==> src/sv/bapr_pkg.sv <==
// Shared types and constants for the block-ack PN replay check unit.
// Holds field widths, action and reason codes, register indexes and slot math.
// No dependencies.
`default_nettype none

package bapr_pkg;

	// Field widths fixed by the frame format
	localparam int ACTION_W = 2;
	localparam int TID_W    = 3;
	localparam int SN_W     = 12;
	localparam int RSC_W    = 64;
	localparam int PN_W     = 48;
	localparam int REASON_W = 2;
	localparam int CNT_W    = 32;

	// Reorder window and TID table
	localparam int WINDOW_SIZE = 64;
	localparam int NUM_TIDS    = 8;
	localparam int SLOT_W      = (WINDOW_SIZE > 1) ? $clog2(WINDOW_SIZE) : 1;

	// Slot = sn mod WINDOW_SIZE, via reciprocal multiply; exact for all 12-bit SNs
	localparam int SLOT_RECIP_SHIFT = 19;
	localparam int SLOT_RECIP       = ((1 << SLOT_RECIP_SHIFT) + WINDOW_SIZE - 1) / WINDOW_SIZE;
	localparam int SLOT_RECIP_W     = $clog2(SLOT_RECIP + 1);
	localparam int SLOT_PROD_W      = SN_W + SLOT_RECIP_W;

	// Half of the 12-bit SN space
	localparam logic [SN_W-1:0] SN_HALF_RANGE = SN_W'(2048);

	// Configuration port
	localparam int PADDR_W = 3;
	localparam int PDATA_W = 32;
	localparam int OPTION_W = 2;

	localparam logic REG_CHECK_ENABLE = 1'b0;
	localparam logic REG_CHECK_OPTION = 1'b1;

	localparam logic [OPTION_W-1:0] OPT_ONE = 2'd1;
	localparam logic [OPTION_W-1:0] OPT_TWO = 2'd2;
	localparam logic [OPTION_W-1:0] OPT_RESET = OPT_ONE;

	typedef enum logic [ACTION_W-1:0] {
		ACT_CHECK   = 2'd0,
		ACT_STORE   = 2'd1,
		ACT_CLEAR   = 2'd2,
		ACT_RELEASE = 2'd3
	} action_t;

	typedef enum logic [REASON_W-1:0] {
		REASON_NONE   = 2'd0,
		REASON_OLD    = 2'd1,
		REASON_REPLAY = 2'd2
	} reason_t;

	// Build the 48-bit PN from RSC bytes 7,6,5,4,1,0
	function automatic logic [PN_W-1:0] pn_of(input logic [RSC_W-1:0] rsc);
		return {rsc[63:32], rsc[15:0]};
	endfunction

endpackage

`default_nettype wire

==> src/sv/block_ack_pn_replay_check_unit.sv <==
// Top level of the block-ack PN replay check unit: per-TID PN table, sent maps,
// drop counters, APB-style configuration registers and the transaction handshake.
// Depends on bapr_pkg.
`default_nettype none

// Per-TID 48-bit packet-number replay filter for block-ack reordering. Each input
// transaction carries one action: check a frame, store a PN, clear every stored PN,
// or release one window slot of a TID's sent map. Every transaction produces exactly
// one result transaction with drop, drop_reason and the block-wide old and replay
// drop counters as they stand after that transaction. The input transaction is held
// in one input register; the PN compare and sent-map lookup are combinational between
// that register and the result register, and the table update is registered with the
// result, so a new transaction is taken every cycle while the result side keeps up:
// sustained rate is one transaction per clock unless the result side stalls. The
// state update of a transaction lands at the same edge its result is registered, so
// the next transaction always sees it. A stalled result register stalls the input
// register, and input ready drops only when both are full. Configuration registers
// (check_enable at 0x0, check_option at 0x4) are written with an APB setup and
// access cycle and must only be changed while the unit is idle. After reset checking
// is disabled, option one is selected, all stored PNs, sent maps and counters are zero.
module block_ack_pn_replay_check_unit (
	input  wire                                 clk,
	input  wire                                 arst_n,
	// configuration port
	input  wire                                 psel,
	input  wire                                 penable,
	input  wire                                 pwrite,
	input  wire  [bapr_pkg::PADDR_W-1:0]        paddr,
	input  wire  [bapr_pkg::PDATA_W-1:0]        pwdata,
	output logic [bapr_pkg::PDATA_W-1:0]        prdata,
	output logic                                pready,
	// input channel
	input  wire                                 in_valid,
	output logic                                in_ready,
	input  wire  [bapr_pkg::ACTION_W-1:0]       action,
	input  wire  [bapr_pkg::TID_W-1:0]          tid,
	input  wire  [bapr_pkg::SN_W-1:0]           seq_number,
	input  wire  [bapr_pkg::RSC_W-1:0]          key_rsc,
	input  wire                                 ciphered,
	input  wire                                 old_sn_flag,
	input  wire                                 old_tdls_flag,
	input  wire  [bapr_pkg::SN_W-1:0]           highest_seen_sn,
	// result channel
	output logic                                out_valid,
	input  wire                                 out_ready,
	output logic                                drop,
	output logic [bapr_pkg::REASON_W-1:0]       drop_reason,
	output logic [bapr_pkg::CNT_W-1:0]          old_drop_count,
	output logic [bapr_pkg::CNT_W-1:0]          replay_drop_count
);
	import bapr_pkg::*;

	// ---------------------------------------------------------------
	// Configuration registers
	// ---------------------------------------------------------------
	logic                check_enable_q;
	logic [OPTION_W-1:0] check_option_q;
	logic                cfg_wr;
	logic                reg_idx;

	assign pready  = 1'b1;
	assign reg_idx = paddr[2];
	// A write completes in the access phase; pready is tied high
	assign cfg_wr  = psel && penable && pwrite && pready;

	always_ff @(posedge clk or negedge arst_n) begin
		if (!arst_n) begin
			check_enable_q <= 1'b0;
			check_option_q <= OPT_RESET;
		end else if (cfg_wr) begin
			unique case (reg_idx)
				REG_CHECK_ENABLE: check_enable_q <= pwdata[0];
				REG_CHECK_OPTION: check_option_q <= pwdata[OPTION_W-1:0];
				default: ;
			endcase
		end
	end

	always_comb begin
		unique case (reg_idx)
			REG_CHECK_ENABLE: prdata = PDATA_W'(check_enable_q);
			REG_CHECK_OPTION: prdata = PDATA_W'(check_option_q);
			default:          prdata = '0;
		endcase
	end

	// ---------------------------------------------------------------
	// Input register (stage 1)
	// ---------------------------------------------------------------
	logic                 valid_s1;
	action_t              action_s1;
	logic [TID_W-1:0]     tid_s1;
	logic [SN_W-1:0]      sn_s1;
	logic [PN_W-1:0]      pn_s1;
	logic                 ciph_s1;
	logic                 old_sn_s1;
	logic                 old_tdls_s1;
	logic [SN_W-1:0]      highest_s1;
	logic [SN_W-1:0]      slot_quot_s1;

	logic                 out_valid_q;
	logic                 advance;
	logic                 in_accept;
	logic [SLOT_PROD_W-1:0] slot_prod;

	// Advance stage 1 into the result register when the result side has room
	assign advance   = valid_s1 && (!out_valid_q || out_ready);
	assign in_ready  = !valid_s1 || advance;
	assign in_accept = in_valid && in_ready;

	// Quotient of sn / WINDOW_SIZE, taken ahead of the input register
	assign slot_prod = SLOT_PROD_W'(seq_number) * SLOT_PROD_W'(SLOT_RECIP);

	always_ff @(posedge clk or negedge arst_n) begin
		if (!arst_n) begin
			valid_s1 <= 1'b0;
		end else if (in_accept) begin
			valid_s1 <= 1'b1;
		end else if (advance) begin
			valid_s1 <= 1'b0;
		end
	end

	always_ff @(posedge clk) begin
		if (in_accept) begin
			action_s1    <= action_t'(action);
			tid_s1       <= tid;
			sn_s1        <= seq_number;
			pn_s1        <= pn_of(key_rsc);
			ciph_s1      <= ciphered;
			old_sn_s1    <= old_sn_flag;
			old_tdls_s1  <= old_tdls_flag;
			highest_s1   <= highest_seen_sn;
			slot_quot_s1 <= SN_W'(slot_prod >> SLOT_RECIP_SHIFT);
		end
	end

	// ---------------------------------------------------------------
	// Per-TID state and drop counters
	// ---------------------------------------------------------------
	logic [PN_W-1:0]        last_pn_q  [NUM_TIDS];
	logic [WINDOW_SIZE-1:0] sent_map_q [NUM_TIDS];
	logic [CNT_W-1:0]       old_cnt_q;
	logic [CNT_W-1:0]       replay_cnt_q;

	// ---------------------------------------------------------------
	// Decision logic
	// ---------------------------------------------------------------
	logic [PN_W-1:0]        stored_pn;
	logic [SN_W-1:0]        quot_times_w;
	logic [SLOT_W-1:0]      slot;
	logic [WINDOW_SIZE-1:0] slot_mask;
	logic                   slot_sent;
	logic                   pn_above;
	logic                   pn_below;
	logic                   sn_higher;
	logic                   checking;
	logic [SN_W-1:0]        sn_dist;

	reason_t reason;
	logic    store_pn;
	logic    mark_sent;
	logic    clear_all;
	logic    release_slot;

	assign stored_pn    = last_pn_q[tid_s1];
	assign quot_times_w = slot_quot_s1 * SN_W'(WINDOW_SIZE);
	assign slot         = SLOT_W'(sn_s1 - quot_times_w);
	assign slot_mask    = WINDOW_SIZE'(1) << slot;
	assign slot_sent    = |(sent_map_q[tid_s1] & slot_mask);
	assign pn_above     = pn_s1 > stored_pn;
	assign pn_below     = pn_s1 < stored_pn;
	// Highest seen SN lies behind this SN when their modulo-4096 distance wraps past half
	assign sn_dist      = highest_s1 - sn_s1;
	assign sn_higher    = sn_dist > SN_HALF_RANGE;
	// Unciphered and old TDLS frames bypass the filter
	assign checking     = check_enable_q && ciph_s1 && !old_tdls_s1;

	always_comb begin
		reason       = REASON_NONE;
		store_pn     = 1'b0;
		mark_sent    = 1'b0;
		clear_all    = 1'b0;
		release_slot = 1'b0;
		unique case (action_s1)
			ACT_CHECK: begin
				if (checking) begin
					case (check_option_q)
						OPT_ONE: begin
							if (old_sn_s1) begin
								reason = REASON_OLD;
							end else if (!pn_above) begin
								reason = REASON_REPLAY;
							end else begin
								store_pn = 1'b1;
							end
						end
						OPT_TWO: begin
							if (!old_sn_s1) begin
								if (!pn_above) begin
									reason = REASON_REPLAY;
								end else begin
									store_pn  = 1'b1;
									mark_sent = 1'b1;
								end
							end else if (slot_sent) begin
								reason = REASON_OLD;
							end else if (sn_higher ? !pn_above : !pn_below) begin
								reason = REASON_REPLAY;
							end else begin
								mark_sent = 1'b1;
							end
						end
						default: ;
					endcase
				end
			end
			ACT_STORE:   store_pn     = check_enable_q && ciph_s1;
			ACT_CLEAR:   clear_all    = 1'b1;
			ACT_RELEASE: release_slot = 1'b1;
			default: ;
		endcase
	end

	// ---------------------------------------------------------------
	// State update, lands with the result register
	// ---------------------------------------------------------------
	always_ff @(posedge clk or negedge arst_n) begin
		if (!arst_n) begin
			for (int i = 0; i < NUM_TIDS; i++) begin
				last_pn_q[i]  <= '0;
				sent_map_q[i] <= '0;
			end
			old_cnt_q    <= '0;
			replay_cnt_q <= '0;
		end else if (advance) begin
			if (clear_all) begin
				for (int i = 0; i < NUM_TIDS; i++) begin
					last_pn_q[i] <= '0;
				end
			end else if (store_pn) begin
				last_pn_q[tid_s1] <= pn_s1;
			end
			if (mark_sent) begin
				sent_map_q[tid_s1] <= sent_map_q[tid_s1] | slot_mask;
			end else if (release_slot) begin
				sent_map_q[tid_s1] <= sent_map_q[tid_s1] & ~slot_mask;
			end
			// Counters wrap at 32 bits
			if (reason == REASON_OLD) begin
				old_cnt_q <= old_cnt_q + CNT_W'(1);
			end
			if (reason == REASON_REPLAY) begin
				replay_cnt_q <= replay_cnt_q + CNT_W'(1);
			end
		end
	end

	// ---------------------------------------------------------------
	// Result register
	// ---------------------------------------------------------------
	reason_t reason_q;

	always_ff @(posedge clk or negedge arst_n) begin
		if (!arst_n) begin
			out_valid_q <= 1'b0;
		end else if (advance) begin
			out_valid_q <= 1'b1;
		end else if (out_ready) begin
			out_valid_q <= 1'b0;
		end
	end

	always_ff @(posedge clk) begin
		if (advance) begin
			reason_q <= reason;
		end
	end

	assign out_valid         = out_valid_q;
	assign drop              = (reason_q != REASON_NONE);
	assign drop_reason       = reason_q;
	// Counters only move when a new result loads, so they track the held result
	assign old_drop_count    = old_cnt_q;
	assign replay_drop_count = replay_cnt_q;

`ifndef ASSERT_OFF
	a_old_count_step: assert property (@(posedge clk) disable iff (!arst_n)
		advance && reason == REASON_OLD |=> old_cnt_q == $past(old_cnt_q) + CNT_W'(1))
		else $error("old drop counter did not advance by one");

	a_replay_count_step: assert property (@(posedge clk) disable iff (!arst_n)
		advance && reason == REASON_REPLAY
		|=> replay_cnt_q == $past(replay_cnt_q) + CNT_W'(1))
		else $error("replay drop counter did not advance by one");

	a_non_check_counts: assert property (@(posedge clk) disable iff (!arst_n)
		advance && action_s1 != ACT_CHECK |=> $stable(old_cnt_q) && $stable(replay_cnt_q))
		else $error("drop counter moved on a non-check action");

	a_clear_all: assert property (@(posedge clk) disable iff (!arst_n)
		advance && action_s1 == ACT_CLEAR |=> last_pn_q[$past(tid_s1)] == '0)
		else $error("stored PN survived a clear");

	a_ready_when_empty: assert property (@(posedge clk) disable iff (!arst_n)
		!out_valid_q |-> in_ready)
		else $error("input stalled with an empty result register");
`endif

endmodule

`default_nettype wire

==> config.mk <==
export PLATFORM = sky130hd
export DESIGN_NAME = block_ack_pn_replay_check_unit
export DESIGN_NICKNAME = d
export VERILOG_FILES = /design/src/sv/bapr_pkg.sv /design/src/sv/block_ack_pn_replay_check_unit.sv
export SDC_FILE = /design/constraint.sdc
export NUM_CORES = 2
export LEC_CHECK = 0
export BUFFER_PORTS_ARGS = -buffer_cell sky130_fd_sc_hd__buf_2
export CORE_UTILIZATION = 56
export DETAILED_ROUTE_END_ITERATION = 12
export PLACE_DENSITY_LB_ADDON = 0.1
export SLEW_MARGIN = 0
export SYNTH_ARGS = -nofsm -noshare
export SYNTH_HDL_FRONTEND = slang
export SYNTH_SLANG_ARGS = --single-unit
export TNS_END_PERCENT = 100
==> constraint.sdc <==
create_clock -name clk -period 5.4 [get_ports clk]
set_input_delay 0.54 -clock clk [delete_from_list [all_inputs] [get_ports clk]]
set_output_delay 0.54 -clock clk [all_outputs]
set_load 0.02 [all_outputs]
# ---- Word-level counts from Yosys, hierarchy flattened
# Cells that the tools add are included.
dict set report word_totals {
  word_cells 126
  in_bits 138
  out_inout_bits 102
  regBits 1047
}
dict set report classes {
  add_sub_neg 4
  n_bitwise 6
  magnitude_cmp 5
  mux 44
  shift 1
  eq_ne 7
  n_reduce_logical 28
}
# operator n
set ops {}
lappend ops {{$bwmux W512} 2}
lappend ops {{$mux W512} 2}
lappend ops {{$mux W384} 2}
lappend ops {{$bwmux W384} 1}
lappend ops {{$bmux W64 S3} 1}
lappend ops {{$demux W64 S3} 1}
lappend ops {{$mux W64} 3}
lappend ops {{$bmux W48 S3} 1}
lappend ops {{$demux W48 S3} 1}
lappend ops {{$mux W48} 3}
lappend ops {{$and A64 B64 Y64} 2}
lappend ops {{$add A32 B1 Y32 const B} 2}
lappend ops {{$not A64 Y64} 1}
lappend ops {{$or A64 B64 Y64} 1}
lappend ops {{$pmux W32 S2} 1}
lappend ops {{$reduce_or A64 Y1} 1}
lappend ops {{$shl A1 B6 Y64 const A} 1}
lappend ops {{$gt A48 B48 Y1} 1}
lappend ops {{$lt A48 B48 Y1} 1}
lappend ops {{$mux W1} 17}
lappend ops {{$mux W2} 7}
lappend ops {{$gt A12 B12 Y1 const B} 1}
lappend ops {{$reduce_and A2 Y1} 6}
lappend ops {{$sub A12 B12 Y12} 1}
lappend ops {{other kinds (15)} 35}

# ---- Depth between registers and ports, before layout
dict set report depth {
  ltp_word 15
  depth_mapped 28
  mapped_depth_nobuf 18
}

# ---- Worst setup path after synthesis
# Ideal clock, no wire load.
dict set report synth_timing {
  kind {register -> register}
  startpoint {reg tid_s1[0]}
  endpoint {reg last_pn_q[123] in the netlist's numbering}
  setup_time_ps 66
  slack_ps -397
  n_path_buf 11
  arrival_time_ps 5731
  period_less_slack_ps 5797
  stages_incl_launch_ff 28
  required_time_ps 5334
  path_cell_list {edfxtp_1 > buf_4 > buf_4 > buf_6 > buf_6 > buf_2 > clkbuf_1 > clkbuf_1 > clkbuf_1 > mux2i_1 > nor2_1 > a21oi_1 > o21ai_0 > a21oi_1 > ha_1 > nand3_1 > or3_1 > nor4_1 > a311oi_1 > a211oi_1 > o21bai_1 > a21oi_1 > nand2b_1 > clkbuf_1 > nor2_1 > buf_2 > buf_1 > a22o_1}
}
dict set report synth_between {
  elab_chain_cells 12
  elab_cells_between_ends 20
  classes_between {3 x order compare; 13 x mux; 1 x bitwise; 3 x reduce/logical}
}
# element line_no
set synth_lines {}
lappend synth_lines {{start, declared} block_ack_pn_replay_check_unit.sv:92} ;# logic [TID_W-1:0] tid_s1;
lappend synth_lines {{start signal, assigned} block_ack_pn_replay_check_unit.sv:127} ;# tid_s1 <= tid;
lappend synth_lines {{$not A3 Y4 (not written as such) *} {block_ack_pn_replay_check_unit.sv:166, block_ack_pn_replay_check_unit.sv:242}}
lappend synth_lines {{$bmux W48 S3} block_ack_pn_replay_check_unit.sv:166} ;# assign stored_pn = last_pn_q[tid_s1];
lappend synth_lines {{$mux W48 (not written as such) (2 in a row)} block_ack_pn_replay_check_unit.sv:166}
lappend synth_lines {{$gt A48 B48 Y1} block_ack_pn_replay_check_unit.sv:171} ;# assign pn_above = pn_s1 > stored_pn;
lappend synth_lines {{$mux W1} {block_ack_pn_replay_check_unit.sv:192, block_ack_pn_replay_check_unit.sv:200}}
lappend synth_lines {{$mux W1} block_ack_pn_replay_check_unit.sv:190} ;# if (old_sn_s1) begin
lappend synth_lines {{$mux W1} n/a}
lappend synth_lines {{$mux W1} block_ack_pn_replay_check_unit.sv:187} ;# if (checking) begin
lappend synth_lines {{$pmux W1 S2} block_ack_pn_replay_check_unit.sv:185} ;# unique case (action_s1)
lappend synth_lines {{$reduce_bool A2 Y1 (no source line)} n/a}
lappend synth_lines {{$reduce_and A2 Y1 (no source line)} n/a}
lappend synth_lines {{end signal, assigned by index} block_ack_pn_replay_check_unit.sv:242} ;# last_pn_q[tid_s1] <= pn_s1;
lappend synth_lines {{end, declared} block_ack_pn_replay_check_unit.sv:141} ;# logic [PN_W-1:0] last_pn_q [NUM_TIDS];
# Mark *: on every way between the ends. The rest lies on a longest branch, timed or not. The select of a mux whose other input is x is not followed.
# A chain may end at the register's enable or synchronous reset.

# ---- Worst setup path after layout
dict set report layout_timing {
  startpoint {reg tid_s1[0]}
  endpoint {reg sent_map_q[378] in the netlist's numbering}
}
dict set report layout_between {
  elab_chain_cells 15
  elab_cells_between_ends 34
  classes_between {4 x order compare; 20 x mux; 4 x bitwise; 6 x reduce/logical}
}
# element line_no
set layout_lines {}
lappend layout_lines {{$not A3 Y4 *} n/a}
lappend layout_lines {{$bmux W48 S3} block_ack_pn_replay_check_unit.sv:166}
lappend layout_lines {{$mux W48 (not written as such) (2 in a row)} block_ack_pn_replay_check_unit.sv:166}
lappend layout_lines {{$lt A48 B48 Y1 / $gt A48 B48 Y1 (equally long branches)} {block_ack_pn_replay_check_unit.sv:172, block_ack_pn_replay_check_unit.sv:171}}
lappend layout_lines {{$logic_not A1 Y1} block_ack_pn_replay_check_unit.sv:208} ;# end else if (sn_higher ? !pn_above : !pn_below) begin
lappend layout_lines {{$mux W1 (2 in a row)} block_ack_pn_replay_check_unit.sv:208}
lappend layout_lines {{$mux W1} block_ack_pn_replay_check_unit.sv:206} ;# end else if (slot_sent) begin
lappend layout_lines {{$mux W1} block_ack_pn_replay_check_unit.sv:199} ;# if (!old_sn_s1) begin
lappend layout_lines {{$mux W1} block_ack_pn_replay_check_unit.sv:188} ;# case (check_option_q)
lappend layout_lines {{$mux W1} block_ack_pn_replay_check_unit.sv:187}
lappend layout_lines {{$mux W1} block_ack_pn_replay_check_unit.sv:185}
lappend layout_lines {{$reduce_bool A2 Y1 (no source line)} n/a}
lappend layout_lines {{$reduce_and A2 Y1 (no source line)} n/a}
lappend layout_lines {{end signal, assigned by index} block_ack_pn_replay_check_unit.sv:245} ;# sent_map_q[tid_s1] <= sent_map_q[tid_s1] | slot_mask;
lappend layout_lines {{end signal, assigned by index} block_ack_pn_replay_check_unit.sv:247} ;# sent_map_q[tid_s1] <= sent_map_q[tid_s1] & ~slot_mask;
lappend layout_lines {{end, declared} block_ack_pn_replay_check_unit.sv:142} ;# logic [WINDOW_SIZE-1:0] sent_map_q [NUM_TIDS];
# Marked as above.

==> impl_metrics.py <==
metrics = {
    "placement": {
        "place_area_sq_um": 51600,
        "dp_hpwl_mm": 87.2,
        "routabilityCongestion": 0.921,
        "portBuffers": 160,
    },
    "job": {
        "cap_viol_max_count": 0,
    },
    "drt": {
        "drt_iter0_drc": 3004,
        "via_count": 36300,
        "drt_wl_total_mm": 138,
        "ant_nets": 0,
        "avgRoutedWirePerCell_um": 23.9,
        "viasPerCell": 6.30,
        "dr.pass1.iters": 6,
        "drc": 0,
    },
    "clock_tree": {
        "cts_tree": "done",
        "cts.sinks": 1047,
        "clk_path_buf_depth": 3,
        "clock_latency_ns": 0.70,
        "clock-root-buffer": "clkbuf_16",
        "numCtsBuffers": 109,
        "cts_max_level": 3,
        "clk_pin_slew_ns": 0.06,
    },
    "yosys": {
        "synth_warnings": 0,
        "yosysTopAreaCell": "dfrtp_1",
        "yosysSeqAreaShare_pct": 56.2,
        "ys_async_sr_fraction_pct": 92.2,
        "syn-mean-instance-area_sq_um": 11.0,
        "synth_edf_count": 82,
        "synth_seq_cells": 1047,
        "yosysMostFrequentCell": "dfrtp_1",
        "synth_top_area_share_pct": 50.9,
        "syn_area_sq_um": 47400,
        "ys_top_cells_by_area": "dfrtp_1 51%, a22o_1 7.5%, a21oi_1 6.3%",
        "synthCells": 4305,
        "ys.flop_type": "dfrtp_1",
        "netlist_top_cells_count": "964 x dfrtp_1, 631 x nor2_1, 595 x a21oi_1",
        "synthDistinctLibCells": 83,
    },
    "critical_path": {
        "crit_chain": "buf_12 > buf_4 > buf_4 > mux2i_1 > a22oi_1 > a22oi_1 > nor3_1 > a2111oi_0 > buf_4 > nand4_1 > nor2_4 > a31oi_2 > buf_12 > nor3_2 > buf_4 > buf_12 > nor2_1 > a21oi_1",
        "critPathMaxStageDelay_ns": 0.68,
        "end_kind": "flip-flop",
        "cp-start-kind": "flip-flop",
        "worstSetupPathType": "reg2reg",
        "critPathArrivalTime_ns": 5.82,
        "crit_family": "buffers and inverters",
        "cp_max_fo": 36,
        "crit_buf_inv": 7,
        "critPathSlowestCell": "a2111oi_0",
        "crit_required_ns": 6.01,
        "cp_common_cell": "buf_4",
    },
    "floorplan": {
        "dieArea_sq_um": 85800,
        "dieWidth_um": 293,
        "start_util_pct": 56.6,
        "core_area_sq_um": 83700,
        "die_h_um": 293,
        "rows": 106,
        "pin_count": 240,
    },
    "layout": {
        "finalNetCount": 4740,
        "area_growth_pct": 18.4,
        "final_cell_area_sq_um": 56100,
        "diodes": 0,
        "layout-drive-gt1-share_pct": 18.1,
    },
    "grt": {
        "antenna_found_initial": 0,
        "grt_usage_pct": 32.3,
        "grt_pass1_vias": 35600,
        "grt_start_max_net_pins": 154,
        "grt-ovfl-total": 0,
        "grt_pass1_wl_mm": 215,
    },
    "power": {
        "leakage_nw": 25.2,
        "powerDensity_nw_per_um2": 411,
        "max-vdd-ir-drop_mv": 0.311,
    },
    "hold_path": {
        "min_path_type": "in2reg",
    },
    "sta": {
        "period_share_pct": 96.6,
        "final.setup_skew_ns": 0.0224,
        "maxSlewHeadroom_pct": 26.6,
        "max_clock_freq_mhz": 192,
        "whs_ns": 0.0235,
        "setup_violations": 0,
        "finalHoldViolCount": 0,
        "worst_pin_slew_ns": 1.10,
        "period_minus_slack_ns": 5.22,
        "slew_violations": 0,
    },
    "status": {
        "status": "completed",
    },
}
==> sequential cells by signal (all words and copies together), names as in the netlist, 3 cells and up <==
name / flops
sent_map_q: 512
tid_s1: 3
last_pn_q: 384
old_drop_count: 32
highest_s1: 12
replay_drop_count: 32
pn_s1: 48
sn_s1: 12
==> layout by cell type, fill, tap and decap left out, types with 42 or more instances in the layout <==
master and n:
xor2_1 56, nor3_1 63, edfxtp_1 82, buf_2 159
nor2_1 613, clkbuf_16 112, nand2_1 114, dfrtp_1 964
a22o_1 405, a22oi_1 121, a221oi_1 53, ha_1 63
mux4_2 43, a21oi_1 593, mux2i_1 173, buf_4 202
a31oi_1 42, buf_12 102
==> routing by layer <==
| metal | share of wire (%) | vias to the layer above | track usage (%) |
|---|---|---|---|
| met5 | 0 | - | 0 |
| met4 | 3.8 | 0 | 12.0 |
| met3 | 6.4 | 314 | 3.98 |
| met2 | 48 | 1411 | 52.0 |
| met1 | 42 | 18400 | 45.2 |
| li1 | - | 16200 | - |
==> worst register-to-register path: stages, from the launching register on <==
cell and delay [ns]:
edfxtp_1 0.44, buf_12 0.19, buf_4 0.26, buf_4 0.55
mux2i_1 0.31, a22oi_1 0.12, a22oi_1 0.48, nor3_1 0.18
a2111oi_0 0.68, buf_4 0.23, nand4_1 0.14, nor2_4 0.32
a31oi_2 0.19, buf_12 0.19, nor3_2 0.19, buf_4 0.24
buf_12 0.21, nor2_1 0.07, a21oi_1 0.13
==> stage by stage <==
stage	total power [W]	TNS (ns)	instances	worst slack, ns	util [%]
after detailed placement	0.0150	0	5525	0.00918	61.6
final	0.0231	0	5768	0.185	67.1
after global routing	0.0242	-0.299	5768	-0.0311	67.1
after global placement	0.0148	0	5525	0.0491	61.6
after CTS	0.0231	-0.0390	5763	-0.0142	66.7
after floorplan	0.0135	0	4334	0.0500	-
==> logic make-up after synthesis <==
| kind of cell | synth area share [%] |
|---|---|
| compound gates | 20.0 |
| buf+inv | 4.34 |
| xor+xnor | 1.28 |
| fa+ha+maj | 1.71 |
| other cells | 0.0159 |
| flops | 56.2 |
| simple gates | 9.55 |
| mux | 7.00 |
==> power by group <==
| part | total, W | internal, W | switching [W] | leakage (nW) |
|---|---|---|---|---|
| registers | 0.0106 | 0.00962 | 0.000979 | 13.2 |
| clock network | 0.00808 | 0.00483 | 0.00325 | 1.92 |
| logic | 0.00440 | 0.00207 | 0.00234 | 10.1 |
==> layout make-up <==
cell class,count,area (sq um)
clock buffer,160,3260
multi-input combinational,2847,19300
timing repair buffer,498,4710
clock inverter,47,649
sequential,1047,26600
inverter,35,131
fill,6334,27600
tap,1134,1420
==> repair_timing <==
item                                    CTS  global route
hold endpoints to repair                109             0
hold buffers                             31             0
pin swaps                                 0             3
setup buffers                             0             5
resized for setup                         1            36
endpoints found under the setup margin   14           710
==> final timing paths <==
check / from / to / slack (ns) / cells after the start
max reg2reg: tid_s1[0] / sent_map_q[378] / 0.18 / 18
min in group asynchronous: arst_n / last_pn_q[345] / 0.42 / 2
max in group asynchronous: arst_n / valid_s1 / 3.55 / 3
min: key_rsc[45] / pn_s1[29] / 0.02 / 1
min reg2reg: old_drop_count[31] / old_drop_count[31] / 0.47 / 1
max: tid_s1[0] / sent_map_q[378] / 0.18 / 18
(Power assumes the default switching activity.)
